[src/rtl/core/rosf_pkg.sv]
// ----------------------------------------------------------------------------
// rosf_pkg
// Shared types and constants of the running order statistic smoother.
// ----------------------------------------------------------------------------
`default_nettype none

package rosf_pkg;

  localparam int SAMPLE_BITS       = 16;
  localparam int WINDOW_DEPTH_DEF  = 32;
  localparam int SPAN_BITS         = 5;
  localparam int KEEP_BITS         = 6;
  localparam int MODE_BITS         = 2;
  localparam int CFG_ADDR_BITS     = 2;
  localparam int CFG_DATA_BITS     = 6;

  localparam logic [SPAN_BITS-1:0] SPAN_RESET = 5'd4;
  localparam logic [KEEP_BITS-1:0] KEEP_RESET = 6'd5;

  typedef enum logic [CFG_ADDR_BITS-1:0] {
    REG_WINDOW_SPAN = 2'd0,
    REG_KEEP_COUNT  = 2'd1,
    REG_MODE        = 2'd2
  } cfg_reg_t;

  typedef enum logic [MODE_BITS-1:0] {
    MODE_MEDIAN = 2'd0,
    MODE_MEAN   = 2'd1,
    MODE_MIN    = 2'd2,
    MODE_MAX    = 2'd3
  } smooth_mode_t;

  typedef enum logic [1:0] {
    CELL_HOLD   = 2'd0,
    CELL_CLEAR  = 2'd1,
    CELL_INSERT = 2'd2,
    CELL_SHIFT  = 2'd3
  } cell_op_t;

  typedef struct packed {
    logic signed [SAMPLE_BITS-1:0] sample;
    logic                          final_sample;
  } in_item_t;

  typedef struct packed {
    logic signed [SAMPLE_BITS-1:0] smoothed;
    logic                          record_done;
  } out_item_t;

endpackage

`default_nettype wire

[src/rtl/core/rosf_cell.sv]
// ----------------------------------------------------------------------------
// rosf_cell
// One slot of the insertion sorting chain.
// ----------------------------------------------------------------------------
`default_nettype none

module rosf_cell (
  input  wire                                     clk,
  input  wire                                     rst_n,
  input  rosf_pkg::cell_op_t                      op,
  input  wire signed [rosf_pkg::SAMPLE_BITS-1:0]  key,
  input  wire signed [rosf_pkg::SAMPLE_BITS-1:0]  prev_val,
  input  wire                                     prev_gt,
  input  wire                                     prev_occ,
  input  wire signed [rosf_pkg::SAMPLE_BITS-1:0]  next_val,
  output logic signed [rosf_pkg::SAMPLE_BITS-1:0] val,
  output logic                                    gt,
  output logic                                    occ
);
  import rosf_pkg::*;

  logic signed [SAMPLE_BITS-1:0] val_r, val_nxt;
  logic                          occ_r, occ_nxt;

  // An empty slot acts as larger than any key.
  assign gt  = !occ_r || (val_r > key);
  assign val = val_r;
  assign occ = occ_r;

  always_comb begin
    val_nxt = val_r;
    occ_nxt = occ_r;
    case (op)
      CELL_CLEAR: begin
        occ_nxt = 1'b0;
      end
      CELL_INSERT: begin
        if (gt) begin
          val_nxt = prev_gt ? prev_val : key;
        end
        occ_nxt = occ_r | prev_occ;
      end
      CELL_SHIFT: begin
        val_nxt = next_val;
      end
      default: begin
      end
    endcase
  end

  always_ff @(posedge clk) begin
    val_r <= val_nxt;
    if (!rst_n) begin
      occ_r <= 1'b0;
    end else begin
      occ_r <= occ_nxt;
    end
  end

endmodule

`default_nettype wire

[src/rtl/core/rosf_divider.sv]
// ----------------------------------------------------------------------------
// rosf_divider
// Restoring unsigned divider, one quotient bit per cycle.
// ----------------------------------------------------------------------------
`default_nettype none

module rosf_divider #(
  parameter int DW = 22
) (
  input  wire                               clk,
  input  wire                               rst_n,
  input  wire                               start,
  input  wire [DW-1:0]                      dividend,
  input  wire [rosf_pkg::KEEP_BITS-1:0]     divisor,
  output logic                              done,
  output logic [DW-1:0]                     quotient
);
  import rosf_pkg::*;

  localparam int CNT_W = $clog2(DW + 1);

  logic [KEEP_BITS:0]   rem_r, rem_nxt;
  logic [DW-1:0]        quo_r, quo_nxt;
  logic [KEEP_BITS-1:0] dvs_r;
  logic [CNT_W-1:0]     cnt_r, cnt_nxt;
  logic                 busy_r, busy_nxt, done_r, done_nxt;
  logic [KEEP_BITS+1:0] trial;

  assign trial    = {rem_r, quo_r[DW-1]} - {2'b00, dvs_r};
  assign done     = done_r;
  assign quotient = quo_r;

  always_comb begin
    rem_nxt  = rem_r;
    quo_nxt  = quo_r;
    cnt_nxt  = cnt_r;
    busy_nxt = busy_r;
    done_nxt = 1'b0;
    if (start) begin
      rem_nxt  = '0;
      quo_nxt  = dividend;
      cnt_nxt  = CNT_W'(DW);
      busy_nxt = 1'b1;
    end else if (busy_r) begin
      if (!trial[KEEP_BITS+1]) begin
        rem_nxt = trial[KEEP_BITS:0];
        quo_nxt = {quo_r[DW-2:0], 1'b1};
      end else begin
        rem_nxt = {rem_r[KEEP_BITS-1:0], quo_r[DW-1]};
        quo_nxt = {quo_r[DW-2:0], 1'b0};
      end
      cnt_nxt = cnt_r - 1'b1;
      if (cnt_r == CNT_W'(1)) begin
        busy_nxt = 1'b0;
        done_nxt = 1'b1;
      end
    end
  end

  always_ff @(posedge clk) begin
    rem_r <= rem_nxt;
    quo_r <= quo_nxt;
    if (start) begin
      dvs_r <= divisor;
    end
    if (!rst_n) begin
      cnt_r  <= '0;
      busy_r <= 1'b0;
      done_r <= 1'b0;
    end else begin
      cnt_r  <= cnt_nxt;
      busy_r <= busy_nxt;
      done_r <= done_nxt;
    end
  end

endmodule

`default_nettype wire

[src/rtl/core/running_order_statistic_smoother.sv]
// ----------------------------------------------------------------------------
// running_order_statistic_smoother
// Each result runs through clear, sort (window inserted), drain (kept values
// read out), finish, divide in mean mode, and out. The final beat of a record
// repeats this for each pending position (up to look-ahead+1 results).
// One input beat is taken at a time; chain, divider and out_ready set the rate.
// Reset is synchronous, active low; registers return to span 4, keep 5, median.
// ----------------------------------------------------------------------------
`default_nettype none

module running_order_statistic_smoother #(
  parameter int WINDOW_DEPTH = rosf_pkg::WINDOW_DEPTH_DEF
) (
  input  wire                                   clk,
  input  wire                                   rst_n,
  input  wire                                   in_valid,
  output logic                                  in_ready,
  input  rosf_pkg::in_item_t                    in_data,
  output logic                                  out_valid,
  input  wire                                   out_ready,
  output rosf_pkg::out_item_t                   out_data,
  input  wire                                   cfg_we,
  input  wire [rosf_pkg::CFG_ADDR_BITS-1:0]     cfg_addr,
  input  wire [rosf_pkg::CFG_DATA_BITS-1:0]     cfg_wdata
);
  import rosf_pkg::*;

  // Counter width: holds the depth itself and at least a 6-bit keep count.
  localparam int CNT_BITS = $clog2(WINDOW_DEPTH + 1);
  localparam int CW       = (CNT_BITS > 6) ? CNT_BITS : 6;
  localparam int IDX_W    = $clog2(WINDOW_DEPTH);
  localparam int SUM_W    = SAMPLE_BITS + 6;

  typedef enum logic [2:0] {
    ST_IDLE, ST_CLEAR, ST_SORT, ST_DRAIN, ST_FINISH, ST_DIVIDE, ST_OUT
  } state_t;

  state_t state_r, state_nxt;

  // Configuration registers.
  logic [SPAN_BITS-1:0] span_r;
  logic [KEEP_BITS-1:0] keep_r;
  smooth_mode_t         mode_r;

  // History: a shift line, entry 0 holds the newest sample.
  logic signed [SAMPLE_BITS-1:0] hist_r [WINDOW_DEPTH];
  logic [CW-1:0]                 seen_r, seen_nxt;

  // Per-result control.
  logic [CW-1:0] c_r, c_nxt;
  logic [CW-1:0] j_r, j_nxt;
  logic          last_r, last_nxt;

  // Drain captures and accumulation.
  logic signed [SAMPLE_BITS-1:0] lo_r, hi_r, mn_r, mx_r;
  logic signed [SUM_W-1:0]       sum_r;
  logic                          neg_r;

  logic                          out_valid_r, out_valid_nxt;
  out_item_t                     out_data_r, out_data_nxt;

  // Effective window geometry, from the registers.
  logic [CW-1:0] span_ext, span_eff, n_eff, half, look, keep_ext, m_eff;

  always_comb begin
    span_ext = CW'(span_r);
    if (span_ext == '0) begin
      span_eff = CW'(1);
    end else if (span_ext > CW'(WINDOW_DEPTH - 1)) begin
      span_eff = CW'(WINDOW_DEPTH - 1);
    end else begin
      span_eff = span_ext;
    end
    n_eff    = span_eff + 1'b1;
    half     = span_eff >> 1;
    look     = span_eff - half;
    keep_ext = CW'(keep_r);
    if (keep_ext == '0) begin
      m_eff = CW'(1);
    end else if (keep_ext > n_eff) begin
      m_eff = n_eff;
    end else begin
      m_eff = keep_ext;
    end
  end

  // Window element j sits c + half - j samples back from the newest one,
  // limited to the samples of the current record.
  logic signed [CW+1:0]          back_raw;
  logic [CW-1:0]                 dist_c;
  logic signed [SAMPLE_BITS-1:0] win_val;

  always_comb begin
    back_raw = $signed({2'b00, c_r}) + $signed({2'b00, half}) - $signed({2'b00, j_r});
    if (back_raw < 0) begin
      dist_c = '0;
    end else if (back_raw[CW-1:0] > seen_r - 1'b1 || back_raw[CW] || back_raw[CW+1]) begin
      dist_c = seen_r - 1'b1;
    end else begin
      dist_c = back_raw[CW-1:0];
    end
    win_val = hist_r[dist_c[IDX_W-1:0]];
  end

  // The sorting chain. Values enter by parallel insertion and leave toward
  // cell 0, one per cycle, in ascending order.
  cell_op_t                      cell_op;
  logic signed [SAMPLE_BITS-1:0] cell_val [WINDOW_DEPTH];
  logic                          cell_gt  [WINDOW_DEPTH];
  logic                          cell_occ [WINDOW_DEPTH];

  always_comb begin
    case (state_r)
      ST_CLEAR: cell_op = CELL_CLEAR;
      ST_SORT:  cell_op = CELL_INSERT;
      ST_DRAIN: cell_op = CELL_SHIFT;
      default:  cell_op = CELL_HOLD;
    endcase
  end

  for (genvar g = 0; g < WINDOW_DEPTH; g++) begin : g_cell
    rosf_cell u_cell (
      .clk      (clk),
      .rst_n    (rst_n),
      .op       (cell_op),
      .key      (win_val),
      .prev_val ((g == 0) ? win_val : cell_val[(g == 0) ? 0 : g - 1]),
      .prev_gt  ((g == 0) ? 1'b0 : cell_gt[(g == 0) ? 0 : g - 1]),
      .prev_occ ((g == 0) ? 1'b1 : cell_occ[(g == 0) ? 0 : g - 1]),
      .next_val (cell_val[(g == WINDOW_DEPTH - 1) ? g : g + 1]),
      .val      (cell_val[g]),
      .gt       (cell_gt[g]),
      .occ      (cell_occ[g])
    );
  end

  // Mean: magnitude of the sum divided by the kept count.
  logic                  div_start, div_done;
  logic [SUM_W-1:0]      div_q;
  logic [SUM_W-1:0]      sum_mag;

  assign sum_mag   = sum_r[SUM_W-1] ? (~sum_r + 1'b1) : sum_r;
  assign div_start = (state_r == ST_FINISH) && (mode_r == MODE_MEAN);

  rosf_divider #(.DW(SUM_W)) u_div (
    .clk      (clk),
    .rst_n    (rst_n),
    .start    (div_start),
    .dividend (sum_mag),
    .divisor  (m_eff[KEEP_BITS-1:0]),
    .done     (div_done),
    .quotient (div_q)
  );

  // Accept-time bookkeeping.
  logic          in_fire, out_fire;
  logic [CW-1:0] seen_inc, seen_m1;
  logic signed [SAMPLE_BITS:0] pair_sum;
  logic [SUM_W-1:0]            mean_v;

  assign in_ready = (state_r == ST_IDLE);
  assign in_fire  = in_valid && in_ready;
  assign out_fire = out_valid_r && out_ready;
  assign seen_inc = (seen_r < CW'(WINDOW_DEPTH)) ? seen_r + 1'b1 : seen_r;
  assign seen_m1  = seen_inc - 1'b1;
  assign pair_sum = {lo_r[SAMPLE_BITS-1], lo_r} + {hi_r[SAMPLE_BITS-1], hi_r};
  assign mean_v   = neg_r ? (~div_q + 1'b1) : div_q;

  assign out_valid = out_valid_r;
  assign out_data  = out_data_r;

  always_comb begin
    state_nxt     = state_r;
    seen_nxt      = seen_r;
    c_nxt         = c_r;
    j_nxt         = j_r;
    last_nxt      = last_r;
    out_valid_nxt = out_valid_r;
    out_data_nxt  = out_data_r;
    case (state_r)
      ST_IDLE: begin
        if (in_fire) begin
          seen_nxt = seen_inc;
          last_nxt = in_data.final_sample;
          if (in_data.final_sample) begin
            c_nxt     = (seen_m1 > look) ? look : seen_m1;
            state_nxt = ST_CLEAR;
          end else if (seen_m1 >= look) begin
            c_nxt     = look;
            state_nxt = ST_CLEAR;
          end
        end
      end
      ST_CLEAR: begin
        j_nxt     = '0;
        state_nxt = ST_SORT;
      end
      ST_SORT: begin
        j_nxt = j_r + 1'b1;
        if (j_r == span_eff) begin
          j_nxt     = '0;
          state_nxt = ST_DRAIN;
        end
      end
      ST_DRAIN: begin
        j_nxt = j_r + 1'b1;
        if (j_r == m_eff - 1'b1) begin
          state_nxt = ST_FINISH;
        end
      end
      ST_FINISH: begin
        out_data_nxt.record_done = last_r && (c_r == '0);
        case (mode_r)
          MODE_MEDIAN: begin
            out_data_nxt.smoothed = m_eff[0] ? lo_r : pair_sum[SAMPLE_BITS:1];
            out_valid_nxt         = 1'b1;
            state_nxt             = ST_OUT;
          end
          MODE_MIN: begin
            out_data_nxt.smoothed = mn_r;
            out_valid_nxt         = 1'b1;
            state_nxt             = ST_OUT;
          end
          MODE_MAX: begin
            out_data_nxt.smoothed = mx_r;
            out_valid_nxt         = 1'b1;
            state_nxt             = ST_OUT;
          end
          default: begin
            state_nxt = ST_DIVIDE;
          end
        endcase
      end
      ST_DIVIDE: begin
        if (div_done) begin
          out_data_nxt.smoothed = mean_v[SAMPLE_BITS-1:0];
          out_valid_nxt         = 1'b1;
          state_nxt             = ST_OUT;
        end
      end
      ST_OUT: begin
        if (out_fire) begin
          out_valid_nxt = 1'b0;
          if (last_r && c_r != '0) begin
            c_nxt     = c_r - 1'b1;
            state_nxt = ST_CLEAR;
          end else begin
            if (last_r) begin
              seen_nxt = '0;
            end
            state_nxt = ST_IDLE;
          end
        end
      end
      default: begin
        state_nxt = ST_IDLE;
      end
    endcase
  end

  always_ff @(posedge clk) begin
    // Payload registers.
    out_data_r <= out_data_nxt;
    c_r        <= c_nxt;
    j_r        <= j_nxt;
    last_r     <= last_nxt;
    if (in_fire) begin
      hist_r[0] <= in_data.sample;
      for (int i = 1; i < WINDOW_DEPTH; i++) begin
        hist_r[i] <= hist_r[i-1];
      end
    end
    if (state_r == ST_CLEAR) begin
      sum_r <= '0;
    end else if (state_r == ST_DRAIN) begin
      sum_r <= sum_r + SUM_W'(cell_val[0]);
      if (j_r == ((m_eff - 1'b1) >> 1)) lo_r <= cell_val[0];
      if (j_r == (m_eff >> 1))          hi_r <= cell_val[0];
      if (j_r == '0)                    mn_r <= cell_val[0];
      if (j_r == m_eff - 1'b1)          mx_r <= cell_val[0];
    end
    if (div_start) begin
      neg_r <= sum_r[SUM_W-1];
    end
    // Control state.
    if (!rst_n) begin
      state_r     <= ST_IDLE;
      seen_r      <= '0;
      out_valid_r <= 1'b0;
      span_r      <= SPAN_RESET;
      keep_r      <= KEEP_RESET;
      mode_r      <= MODE_MEDIAN;
    end else begin
      state_r     <= state_nxt;
      seen_r      <= seen_nxt;
      out_valid_r <= out_valid_nxt;
      if (cfg_we) begin
        case (cfg_addr)
          REG_WINDOW_SPAN: span_r <= cfg_wdata[SPAN_BITS-1:0];
          REG_KEEP_COUNT:  keep_r <= cfg_wdata[KEEP_BITS-1:0];
          REG_MODE:        mode_r <= smooth_mode_t'(cfg_wdata[MODE_BITS-1:0]);
          default: begin
          end
        endcase
      end
    end
  end

endmodule

`default_nettype wire

[config.mk]
export PLATFORM = sky130hd
export DESIGN_NAME = running_order_statistic_smoother
export DESIGN_NICKNAME = d
export VERILOG_FILES = /design/src/rtl/core/rosf_pkg.sv /design/src/rtl/core/rosf_cell.sv /design/src/rtl/core/rosf_divider.sv /design/src/rtl/core/running_order_statistic_smoother.sv
export SDC_FILE = /design/constraint.sdc
export NUM_CORES = 2
export LEC_CHECK = 0
export BUFFER_PORTS_ARGS = -buffer_cell sky130_fd_sc_hd__buf_2
export CORE_ASPECT_RATIO = 1.2
export CORE_MARGIN = 4
export CORE_UTILIZATION = 45
export DETAILED_ROUTE_END_ITERATION = 8
export HOLD_SLACK_MARGIN = 0.1
export MAX_ROUTING_LAYER = met4
export RECOVER_POWER = 100
export SYNTH_ARGS = -nofsm -noshare
export SYNTH_HDL_FRONTEND = slang
export SYNTH_SLANG_ARGS = --single-unit
[constraint.sdc]
create_clock -name clk -period 24.8 [get_ports clk]
set_input_delay 3.72 -clock clk [delete_from_list [all_inputs] [get_ports clk]]
set_output_delay 3.72 -clock clk [all_outputs]
set_load 0.01 [all_outputs]
* Word level (Yosys, flattened, before mapping)
Memory sizes are Yosys's and may differ from the RTL's. Index checks and enable logic that the tools add are counted.
Operators by class: mux-type cells 178, reductions and logical operators 134, order comparisons 38, $add $sub $neg 16, bitwise gates (word level) 36, eq/ne operators 61
Operator list (count):
- $mux W16 | 65
- $pmux W16 S2 | 32
- $gt A16 B16 Y1 | 32
- $mux W6 | 14
- $reduce_and A2 Y1 | 36
- $ne A2 B1 Y1 const B | 34
- $mux W22 | 3
- $pmux W1 S2 | 32
- $pmux W16 S3 | 1
- $logic_or A1 B1 Y1 | 34
- $logic_not A1 Y1 | 32
- $or A1 B1 Y1 | 31
- $mux W5 | 5
- $pmux W6 S2 | 2
- $sub A6 B1 Y6 const B | 4
- $add A22 B1 Y22 const B | 1
- $add A22 B16 Y22 | 1
- $not A22 Y22 | 1
- $mux W3 | 7
- $pmux W3 S7 | 1
- $add A6 B1 Y6 const B | 3
- $eq A6 B5 Y1 | 3
- $gt A6 B6 Y1 | 3
- $logic_not A6 Y1 | 3
- other kinds (41) | 83
Word-level totals: memory bits (writable) 512, logic and storage cells 552, output and inout bits 19, memories 1, register bits 726
Memories:
- hist_r | words 32, bits a word 16, read ports 32, clocked after Yosys merged registers in 0, write ports 32, line running_order_statistic_smoother.sv:46 | logic signed [SAMPLE_BITS-1:0] hist_r [WINDOW_DEPTH];

* Depth between registers and ports, before layout
An unclocked memory read counts as a cell.
word-level depth 15, depth in mapped cells 44, gate-level depth less buffers 34

* Cells and area by module
Synthesis repeated with hierarchy kept, for this count alone.
Unflattened totals: cell total of the unflattened synthesis 7070, area, all modules 74597.8 um^2
By module, submodules not included:
- rosf_cell (g_cell[0].u_cell ...) | cells an instance 139, instances 31, area each 1335.0 um^2
- running_order_statistic_smoother | cells an instance 2443, instances 1, area each 29721.0 um^2
- rosf_divider | cells an instance 180, instances 1, area each 2175.8 um^2
- rosf_cell (g_cell[20].u_cell) | cells an instance 138, instances 1, area each 1315.0 um^2

* Worst setup path after synthesis
OpenSTA, ideal clock, no wires.
kind input-to-reg, from input port in_valid, to memory hist_r[0][0], enable pin, setup slack 10.094 ns, required time 23.943 ns, arrival 13.849 ns, buffers on the path 1, library setup time 0.857 ns, cell stages on the path 3, path through nand2_1 clkbuf_1 inv_1
RTL lines:
- from (decl) | line running_order_statistic_smoother.sv:16 | input wire in_valid,
- to (decl) | line running_order_statistic_smoother.sv:46

* Worst setup path in the final report
from register span_r[2], to register g_cell[3].u_cell.val_r[10] (data pin)
Between the ends: longest elaborated chain between the ends 15
RTL lines:
- from (decl) | line running_order_statistic_smoother.sv:41 | logic [SPAN_BITS-1:0] span_r;
- from (signal assigned) | line running_order_statistic_smoother.sv:299 | REG_WINDOW_SPAN: span_r <= cfg_wdata[SPAN_BITS-1:0];
- $logic_not A5 Y1 | line running_order_statistic_smoother.sv:67 | if (span_ext == '0) begin
- $mux W5 * | line running_order_statistic_smoother.sv:67
- $add A6 B4 Y7 * | line running_order_statistic_smoother.sv:94 | back_raw = $signed({2'b00, c_r}) + $signed({2'b00, half}) - $signed({2'b00, j_r});
- $sub A7 B6 Y8 * | line running_order_statistic_smoother.sv:94
- $gt A6 B6 Y1 | line running_order_statistic_smoother.sv:97 | end else if (back_raw[CW-1:0] > seen_r - 1'b1 || back_raw[CW] || back_raw[CW+1]) begin
- $logic_or A1 B1 Y1 (2 in a row) | line running_order_statistic_smoother.sv:97
- $mux W5 | line running_order_statistic_smoother.sv:97
- $mux W5 * | line running_order_statistic_smoother.sv:95 | if (back_raw < 0) begin
- $mem_v2 Z32 W16 *
- $gt A16 B16 Y1 | line rosf_cell.sv:26 | assign gt = !occ_r || (val_r > key);
- $logic_or A1 B1 Y1 | line rosf_cell.sv:26
- $mux W16 * | line rosf_cell.sv:39 | val_nxt = prev_gt ? prev_val : key;
- $mux W16 * | line rosf_cell.sv:38 | if (gt) begin
- $pmux W16 S2 * | line rosf_cell.sv:33 | case (op)
- named net g_cell[3].u_cell.val_nxt[10] | line rosf_cell.sv:22 | logic signed [SAMPLE_BITS-1:0] val_r, val_nxt;
- to (signal assigned) | line rosf_cell.sv:52 | val_r <= val_nxt;
- to (decl) | line rosf_cell.sv:22
The timed path passes the listed nets; every way through them passes the cells marked *. The select of a mux whose other input is x is not followed. A chain may end at the register's enable or synchronous reset.

==> flow_summary_export.csv <==
group,metric,value,unit
sta,hold_violations,0,
synthesis,ys_top_cells_by_count,"edfxtp_1 (1,147), ha_1 (600), a31oi_1 (426)",
die,core,0.1572,sq mm
clocking,cts_sinks,1238,
setup_path,slowest_delay,2.40,ns
synthesis,ys_ff_latch,1238,
die,die-width,371.8,um
synthesis,synth_edf_count,1147,
synthesis,synth_nets,7071,
setup_path,path_delay_family,"buffers and inverters",
setup_path,critPathKind,"reg2reg",
setup_path,cp-startpoint,"span_r[2]",
routing,drt_iter0_drc,6137,
clocking,cts_resized,0,
die,start_util,0.4548,
run,timing.max_cap.violations,26,
synthesis,async_flop_share,0,
sta,finalMaxSlewViolations,1063,
setup_path,cp.required,25.23,ns
setup_path,reg2reg_to,"g_cell[3].u_cell.val[10]",
sta,max_freq,54.74,MHz
setup_path,endpoint,"g_cell[3].u_cell.val[10]",
routing,avgRoutedWirePerCell,26.55,um
routing,vias,55470,
clocking,numCtsBuffers,137,
synthesis,synth_ff_type,"edfxtp_1",
setup_path,worst_r2r_path_depth,29,
setup_path,cp_max_fo,46,
synthesis,synth_top_cell_area_share,0.4818,
sta,setup_violations,0,
clocking,insertion_delay,0.84,ns
synthesis,synth_area,0.07148,sq mm
clocking,cts.clk_slew.worst_paths,0.06,ns
status,outcome,"finished with violations",
setup_path,reg2reg_slack,6.53,ns
setup_path,worst-path-buf-inv,7,
clocking,cts-root-buf,"clkbuf_16",
die,io_pins,49,
sta,maxSlewHeadroom,-6.044,
global_route,grt_start_max_net_pins,207,
die,die_height,444.6,um
synthesis,avgSynthCellArea,11.11,sq um
placed_design,portBuffers,48,
status,violations,"max-capacitance violations, max-slew violations",
synthesis,yosys_warnings,0,
die,rows,159,
setup_path,slowest_stage,"o21ai_0",
setup_path,cp-start-kind,"register",
clocking,h-tree-depth,4,
clocking,cts_setup_buffers,0,
setup_path,cp.arrival,18.70,ns
setup_path,cp_common_cell,"clkbuf_1",
synthesis,synth_most_common_cell,"edfxtp_1",
sta,min_period,18.27,ns
layout,syn2layout_area_growth,9.401,%
die,dieArea,0.1653,sq mm
placed_design,finalWeightedCongestion,0.8921,
sta,min_period_over_period,0.7367,
setup_path,crit_cells,29,
sta,tightest_slew,10.57,ns
global_route,grt_first_pass_wirelength,341400,um
hold_path,hp-class,"reg2reg",
clocking,cts_hold_buffers,0,
synthesis,yosys-top-cells-area,"edfxtp_1 (48%), ha_1 (11%), a31oi_1 (3.7%)",
global_route,antenna_found_initial,3,
layout,nets,6995,
layout,drive_gt1_frac,0.1141,
synthesis,ys_types,94,
clocking,cts_tree,"done",
routing,drc,0,
sta,tns,0,ns
synthesis,ys_seq_area_frac,0.5073,
routing,wl,227500,um
global_route,grt.total_usage,0.2764,
global_route,overflow,0,
synthesis,yosys.area.top_type,"edfxtp_1",
global_route,grt_pass1_vias,54400,
setup_path,worstReg2RegStart,"span_r[2]",
routing,drt_pass1_iterations,8,
setup_path,cp-end-kind,"register",
clocking,clock_path_buffers,3,
synthesis,synthCells,6433,
placed_design,dp_hpwl,146800,um
routing,vias_per_cell,6.475,
routing,ant_nets,0,
sta,skew,0.07284,ns
sta,rsz0062_at_grt,"false",
## registers in the layout, summed over array words and instances, names as in the netlist, 17 cells and up
register / cells
g_cell.u_cell.val: 512
hist_r: 512
g_cell.u_cell.occ: 32
sum_r: 22
u_div.quotient: 22
out_data: 17
## worst min path at each step
stage / start / to / cells past startpoint
2_1_floorplan: hist_r[16][2] / hist_r[17][2] / 0
3_5_place_dp: hist_r[23][11] / hist_r[24][11] / 0
3_3_place_gp: hist_r[20][15] / hist_r[21][15] / 0
5_1_grt: hist_r[16][2] / hist_r[17][2] / 0
4_1_cts: hist_r[3][9] / hist_r[4][9] / 0
6_report: hist_r[3][9] / hist_r[4][9] / 0
## per-stage QoR
| stage | worst slack, ns | util | instance area (sq um) | hold WS (ns) | instances |
|---|---|---|---|---|---|
| 6_report | 6.531 | 0.4976 | 78200 | 0.4172 | 8567 |
| 2_1_floorplan | 10.09 | - | 71480 | 0.4187 | 6433 |
| 3_3_place_gp | 12.95 | 0.4716 | 74110 | 0.4223 | 8311 |
| 5_1_grt | 5.992 | 0.4976 | 78200 | 0.4460 | 8567 |
| 4_1_cts | 12.70 | 0.5003 | 78630 | 0.4233 | 8561 |
| 3_5_place_dp | 12.77 | 0.4716 | 74110 | 0.4267 | 8311 |
## cells in the final DEF (no fill, tap or decap), drive strengths merged, types with 16 or more instances in the layout
cell / instances
xnor2: 64
nand2: 332
or3: 155
xor2: 50
a221oi: 18
or4: 20
nor3b: 16
o221ai: 21
clkinv: 53
ha: 600
inv: 154
o21ai: 335
o21a: 82
or2: 313
o211ai: 40
buf: 116
and2: 43
nand4: 103
a311oi: 29
and3: 16
nand3: 77
o22ai: 376
a211oi: 72
a21oi: 303
nor2: 327
nor3: 86
dfxtp: 91
clkbuf: 292
mux2i: 161
a21o: 151
nor2b: 87
mux2: 24
edfxtp: 1147
nand2b: 36
nor4: 22
a31oi: 427
mux4: 20
o31ai: 31
## area by class of cell
| type | count | area [sq um] |
|---|---|---|
| multi-input combinational | 4600 | 32940 |
| clock inverter | 64 | 855.8 |
| tap | 2093 | 2619 |
| antenna | 6 | 15.01 |
| inverter | 158 | 601.8 |
| sequential | 1238 | 36260 |
| clock buffer | 186 | 3662 |
| timing repair buffer | 222 | 1244 |
| fill | 14180 | 78960 |
## layer usage
metal	wire (um)	track usage	vias to the layer above
met5	0	-	-
met4	9716	0.1073	0
met3	20000	0.05044	534
met2	102800	0.4182	2726
met1	94930	0.3703	27340
li1	-	-	24870
## cell families (layout without fill, tap and decap cells)
family          after synthesis  in the layout  share of synthesized area
buf+inv                     595            630                    0.03494
xor+xnor                    114            114                    0.01397
flops                      1238           1238                     0.5073
compound gates             2002           2002                     0.1790
fa+ha+maj                   608            608                     0.1073
other cells                   0              6                          0
simple gates               1671           1671                     0.1248
mux                         205            205                    0.03268
Power is not shown: default switching activity piles up to over one toggle a cycle in this logic, so the estimate is an artifact.
